[src/hcbd_pkg.sv]
// Shared types and constants for the HTTP chunked body decoder.
// Holds the item structs, character codes and status codes; no dependencies.
`default_nettype none
package hcbd_pkg;

  localparam int unsigned MaxSizeChars = 15;
  localparam int unsigned SizeBits     = 32;
  localparam int unsigned CharCntBits  = 4;

  localparam logic [7:0] ChCr   = 8'h0D;
  localparam logic [7:0] ChLf   = 8'h0A;
  localparam logic [7:0] ChSemi = 8'h3B;

  localparam logic [1:0] StatusRun  = 2'd0;
  localparam logic [1:0] StatusDone = 2'd1;
  localparam logic [1:0] StatusErr  = 2'd2;

  typedef struct packed {
    logic [7:0] byte_in;
    logic       new_stream;
  } in_item_t;

  typedef struct packed {
    logic       body_valid;
    logic [7:0] body_byte;
    logic [1:0] status;
  } out_item_t;

endpackage
`default_nettype wire

[src/http_chunked_body_decoder_core.sv]
// Top level of the HTTP chunked body decoder: parser state and result register.
// Depends on hcbd_pkg for the item structs and constants.
//
// The decoder takes one byte of a chunked body per item and returns exactly one
// result item per input item, one item per clock cycle when the output side takes
// results as they come. The parser state updates in the cycle an item is accepted
// and the result is held in a single output register; in_ready_o is high whenever
// that register is empty or is being emptied in the same cycle, so throughput is
// set by the output handshake alone and a result is valid from the cycle after
// its item is accepted. After reset the decoder waits for a chunk-size line. Done
// and error status stay until an item with new_stream set restarts the parser.
`default_nettype none
module http_chunked_body_decoder_core (
  input  wire logic               clk_i,
  input  wire logic               rst_ni,
  input  wire logic               in_valid_i,
  output logic                    in_ready_o,
  input  wire hcbd_pkg::in_item_t in_item_i,
  output logic                    out_valid_o,
  input  wire logic               out_ready_i,
  output hcbd_pkg::out_item_t     out_item_o
);

  localparam logic [2:0] PhSize   = 3'd0;
  localparam logic [2:0] PhExt    = 3'd1;
  localparam logic [2:0] PhSizeLf = 3'd2;
  localparam logic [2:0] PhData   = 3'd3;
  localparam logic [2:0] PhDataCr = 3'd4;
  localparam logic [2:0] PhDataLf = 3'd5;
  localparam logic [2:0] PhDone   = 3'd6;
  localparam logic [2:0] PhError  = 3'd7;

  localparam int unsigned SB = hcbd_pkg::SizeBits;
  localparam int unsigned CB = hcbd_pkg::CharCntBits;

  logic [2:0]    phase_q, phase_d, phase_cur;
  logic [SB-1:0] size_q, size_d, size_cur;
  logic [CB-1:0] chars_q, chars_d, chars_cur;
  logic          stop_q, stop_d, stop_cur;
  logic [SB-1:0] left_q, left_d, left_cur;
  logic [SB-1:0] left_dec;

  logic                out_valid_q;
  hcbd_pkg::out_item_t out_q, out_d;

  logic       accept;
  logic [7:0] c;
  logic       is_hex;
  logic [3:0] hex_val;

  assign in_ready_o  = !out_valid_q || out_ready_i;
  assign accept      = in_valid_i && in_ready_o;
  assign out_valid_o = out_valid_q;
  assign out_item_o  = out_q;
  assign c           = in_item_i.byte_in;
  assign left_dec    = left_cur - SB'(1);

  always_comb begin
    is_hex  = 1'b1;
    hex_val = 4'd0;
    if (c >= 8'h30 && c <= 8'h39) begin
      hex_val = 4'(c - 8'h30);
    end else if (c >= 8'h41 && c <= 8'h46) begin
      hex_val = 4'(c - 8'h37);
    end else if (c >= 8'h61 && c <= 8'h66) begin
      hex_val = 4'(c - 8'h57);
    end else begin
      is_hex = 1'b0;
    end
  end

  always_comb begin
    if (in_item_i.new_stream) begin
      phase_cur = PhSize;
      size_cur  = '0;
      chars_cur = '0;
      stop_cur  = 1'b0;
      left_cur  = '0;
    end else begin
      phase_cur = phase_q;
      size_cur  = size_q;
      chars_cur = chars_q;
      stop_cur  = stop_q;
      left_cur  = left_q;
    end

    phase_d = phase_cur;
    size_d  = size_cur;
    chars_d = chars_cur;
    stop_d  = stop_cur;
    left_d  = left_cur;
    out_d.body_valid = 1'b0;
    out_d.body_byte  = 8'd0;

    unique case (phase_cur)
      PhSize: begin
        if (c == hcbd_pkg::ChCr) begin
          phase_d = PhSizeLf;
        end else if (c == hcbd_pkg::ChSemi) begin
          phase_d = PhExt;
        end else if (chars_cur >= CB'(hcbd_pkg::MaxSizeChars)) begin
          phase_d = PhError;
        end else begin
          chars_d = chars_cur + CB'(1);
          if (!is_hex) begin
            stop_d = 1'b1;
          end else if (!stop_cur) begin
            if (size_cur[SB-1 -: 4] != 4'd0) begin
              size_d = '1;
            end else begin
              size_d = {size_cur[SB-5:0], hex_val};
            end
          end
        end
      end
      PhExt: begin
        if (c == hcbd_pkg::ChCr) begin
          phase_d = PhSizeLf;
        end
      end
      PhSizeLf: begin
        if (c != hcbd_pkg::ChLf) begin
          phase_d = PhError;
        end else if (size_cur == '0) begin
          phase_d = PhDone;
        end else begin
          left_d  = size_cur;
          phase_d = PhData;
        end
      end
      PhData: begin
        out_d.body_valid = 1'b1;
        out_d.body_byte  = c;
        left_d = left_dec;
        if (left_dec == '0) begin
          phase_d = PhDataCr;
        end
      end
      PhDataCr: begin
        phase_d = (c == hcbd_pkg::ChCr) ? PhDataLf : PhError;
      end
      PhDataLf: begin
        if (c == hcbd_pkg::ChLf) begin
          phase_d = PhSize;
          size_d  = '0;
          chars_d = '0;
          stop_d  = 1'b0;
        end else begin
          phase_d = PhError;
        end
      end
      default: begin
      end
    endcase

    if (phase_d == PhDone) begin
      out_d.status = hcbd_pkg::StatusDone;
    end else if (phase_d == PhError) begin
      out_d.status = hcbd_pkg::StatusErr;
    end else begin
      out_d.status = hcbd_pkg::StatusRun;
    end
  end

  always_ff @(posedge clk_i or negedge rst_ni) begin
    if (!rst_ni) begin
      phase_q     <= PhSize;
      size_q      <= '0;
      chars_q     <= '0;
      stop_q      <= 1'b0;
      left_q      <= '0;
      out_valid_q <= 1'b0;
    end else begin
      if (accept) begin
        phase_q <= phase_d;
        size_q  <= size_d;
        chars_q <= chars_d;
        stop_q  <= stop_d;
        left_q  <= left_d;
      end
      if (in_ready_o) begin
        out_valid_q <= in_valid_i;
      end
    end
  end

  always_ff @(posedge clk_i) begin
    if (accept) begin
      out_q <= out_d;
    end
  end

endmodule
`default_nettype wire

[config.mk]
export PLATFORM = sky130hd
export DESIGN_NAME = http_chunked_body_decoder_core
export DESIGN_NICKNAME = d
export VERILOG_FILES = /design/src/hcbd_pkg.sv /design/src/http_chunked_body_decoder_core.sv
export SDC_FILE = /design/constraint.sdc
export NUM_CORES = 1
export LEC_CHECK = 0
export ABC_CLOCK_PERIOD_IN_PS = 3040
export BUFFER_PORTS_ARGS = -buffer_cell sky130_fd_sc_hd__buf_4
export CORE_MARGIN = 2
export CORE_UTILIZATION = 55
export CTS_BUF_LIST = sky130_fd_sc_hd__clkbuf_8 sky130_fd_sc_hd__clkbuf_16
export DETAILED_ROUTE_END_ITERATION = 7
export GPL_TIMING_DRIVEN = 0
export PLACE_DENSITY = 0.75
export SLEW_MARGIN = 20
export SYNTH_ARGS = -nofsm -noshare
export SYNTH_HDL_FRONTEND = slang
export SYNTH_SLANG_ARGS = --single-unit
export TNS_END_PERCENT = 50
[constraint.sdc]
create_clock -name clk_i -period 3.04 [get_ports clk_i]
set_clock_uncertainty 0.2 [all_clocks]
set_input_delay 0.152 -clock clk_i [delete_from_list [all_inputs] [get_ports clk_i]]
set_output_delay 0.152 -clock clk_i [all_outputs]
set_load 0.005 [all_outputs]
==> results.cfg <==
[run_status]
status = completed

[floorplan]
coreArea_um2 = 10800
dieArea_um2 = 11900
num_rows = 38
io_pins = 26
fp.dieW_um = 109
start_util_pct = 56.1
die-height_um = 109

[job]
max_cap_viol_count = 0

[drt]
dr.first_iter.drc_count = 856
viasPerCell = 6.87
drc = 0
vias = 6656
dr.pass1.iters = 6
ant_nets = 0
drt_wl_total_mm = 21.1
routedWlPerCell_um = 21.8

[timing]
drv_slew = 0
final-hold-violation-count = 0
fin_crit_sh_pct = 98.4
rsz0062_at_grt = yes
clock.fmax_mhz = 334
max_slew.worst_pin.slew_ns = 0.951
setup_violations = 0
min_period_ns = 2.99
maxSlewHeadroom_pct = 36.6

[placement]
port_buffers = 25
dp_hpwl_mm = 14.9
place_congestion = 1.03
placed_area_um2 = 6480

[logic_synthesis]
synth_flop_cell = dfrtp_1
ys_ff_latch = 84
syn_area_um2 = 6050
synth_enable_flop_cells = 11
yosysWarnings = 0
ys_async_sr_fraction_pct = 86.9
synthCells = 763
ys_types = 76
postSynthAreaPerCell_um2 = 7.93
yosysSeqAreaShare_pct = 35.6
synth_fp_nets = 783

[layout]
finish.net_count = 844
areaGrowthSynthToFinish_pct = 18.7
antenna_cells = 0
fin_area_um2 = 7180
nFillCells = 909
regArea_um2 = 2160
multi_input_area_um2 = 3810
drive_gt1_share_pct = 17.6

[clocking]
clockBufferDepth = 2
clock_sinks = 84
cts_tree = built
cts_root_buf = clkbuf_8
clk_latency_ns = 0.39
path_clk_slew_ns = 0.09
htree_levels = 3
cts_buffers = 9

[pwr]
ir_worst_vdd_v = 0.000528
p_leak_nw = 3.08
power_density_nw_per_um2 = 840
power_mw = 6.04

[hold_path]
holdPathStages = 5
holdCritPathClass = in2reg

[worst_setup_path]
critPathArrivalTime_ns = 3.10
critical_path_class = reg2reg
crit_top_cell = o21ai_0
r2r_slack_ns = 0.05
cp-start-kind = register
crit_path_end_kind = register
cp.depth = 9
crit_fanout = 10
required_ns = 3.15
critical-path-max-stage-delay_ns = 0.50
reg2reg_depth = 9
crit_path_top_delay_cell = dfrtp_1
crit_buf_inv = 2
crit_chain = nor4_1 > nand3_1 > o41ai_4 > nor2_1 > buf_2 > clkbuf_1 > a211oi_1 > o21ai_0 > o21ai_0
cpLargestDelayFamily = compound AO/OA/AOI/OAI gates

[global_route]
grt_start_max_net_pins = 74
grt-ovfl-total = 0
antenna_found_initial = 0
grt_pass1_wl_mm = 33.0
grt_pass1_vias = 6210
grt_use_total_pct = 36.6
## sequential cells by signal, indices dropped and copies added (netlist names)
| name | cells |
|---|---|
| out_item_o | 11 |
| out_valid_o | 1 |
| chars_q | 4 |
| left_q | 32 |
| size_q | 32 |
| phase_q | 3 |
| stop_q | 1 |
## worst paths after layout
check | endpoint | start
max in group asynchronous | left_q[0] | rst_ni
min in group asynchronous | chars_q[1] | rst_ni
hold / removal | size_q[0] | in_item_i[1]
setup reg to reg | left_q[29] | size_q[13]
setup / recovery | left_q[29] | size_q[13]
hold reg to reg | chars_q[1] | chars_q[1]
## where the power goes
| group | switching [mW] | internal, mW | total (mW) |
|---|---|---|---|
| combinational | 2.07 | 1.45 | 3.52 |
| sequential | 0.277 | 1.31 | 1.58 |
| clock | 0.451 | 0.484 | 0.936 |
| total | 2.80 | 3.24 | 6.04 |
## layer usage
metal | track usage (%) | part of all wire, % | routed length, um | up-vias
li1 | - | - | - | 2925
met3 | 9.21 | 11 | 2330 | 99
met1 | 49.1 | 40 | 8510 | 3204
met5 | 0 | 0 | 0 | -
met2 | 56.3 | 45 | 9480 | 428
met4 | 15.0 | 3.8 | 797 | 0
## what timing repair did
action,CTS,global route
resized for setup,37,38
buffers inserted,8,9
pin swaps,9,16
gates cloned,0,0
setup endpoints to repair,57,48
hold buffers,11,0
hold endpoints to repair,82,0
## synth_stat cells, types with 4 or more instances
master / n / share of area (%)
nor2_1: 114 / 7.1
nand2_1: 87 / 5.4
dfrtp_1: 73 / 30
a21oi_1: 71 / 5.9
o21ai_0: 69 / 5.7
clkbuf_1: 47 / 2.9
o22a_1: 27 / 3.9
nor3_1: 16 / 1.3
mux2_2: 15 / 2.8
nor4_1: 15 / 1.6
nor2b_1: 12 / 1.2
edfxtp_1: 11 / 5.5
nand3_1: 11 / 0.91
nand4_1: 11 / 1.1
inv_1: 10 / 0.62
a21o_1: 9 / 1.1
a22oi_1: 8 / 0.99
nand2b_1: 8 / 0.83
a22o_1: 7 / 1.0
and2_1: 7 / 0.72
ha_1: 7 / 1.4
or3_1: 7 / 0.72
or4_1: 7 / 0.87
a211oi_1: 6 / 0.74
mux2i_1: 6 / 0.99
buf_1: 5 / 0.31
buf_2: 5 / 0.41
xnor2_1: 5 / 0.72
a31oi_1: 4 / 0.41
nor4_4: 4 / 1.4
nor4b_1: 4 / 0.58
o31ai_1: 4 / 0.50
## cell families (layout without fill, tap and decap cells)
logic type      count (synthesis)  in the layout  share of synthesized area [%]
buf+inv                        70            136                           4.53
mux                            21             21                           3.78
xor+xnor                        6              6                          0.868
compound gates                246            246                           26.1
fa+ha+maj                       7              7                           1.45
simple gates                  329            329                           27.6
flops                          84             84                           35.6
## layout make-up
cell class,instances,area share [%]
flip-flops and latches,84,30.1
multi-input cells,609,53.1
clock buffers,10,1.92
repair buffers,53,6.03
clock inverters,6,1.18
well taps,140,2.44
inverters,11,0.644
plain buffers,56,4.62
## stage by stage
step | instances | worst slack, ns | hold slack (ns) | utilization, % | setup TNS [ns]
detailed placement | 928 | -1.46 | 0.141 | 60.0 | -53.02
CTS | 963 | -0.00670 | 0.0932 | 65.1 | -0.00670
finish | 969 | 0.0484 | 0.100 | 66.6 | 0
floorplan | 763 | 0.0182 | -0.344 | - | 0
global route | 969 | -0.0887 | 0.180 | 66.6 | -0.246
global placement | 928 | -1.42 | 0.145 | 60.0 | -52.78
## layout by cell type, fill, tap and decap left out, types with 9 or more instances in the layout
| master | instances |
|---|---|
| a21o_1 | 9 |
| mux2_2 | 15 |
| dlygate4sd3_1 | 11 |
| a21oi_1 | 70 |
| nand4_1 | 11 |
| nor2_1 | 113 |
| inv_1 | 9 |
| nor2b_1 | 12 |
| clkbuf_2 | 9 |
| clkbuf_8 | 10 |
| clkbuf_1 | 28 |
| o21ai_0 | 66 |
| nor3_1 | 13 |
| nor4_1 | 13 |
| dfrtp_1 | 68 |
| nand2_1 | 84 |
| o22a_1 | 27 |
| buf_4 | 44 |
| edfxtp_1 | 11 |
| nand3_1 | 11 |
## worst min-delay path: stages
cell	delay, ns
buf_4	0.12
a21oi_1	0.07
o21ba_2	0.20
nor2_1	0.08
nor2_1	0.05
(Power assumes the default switching activity.)
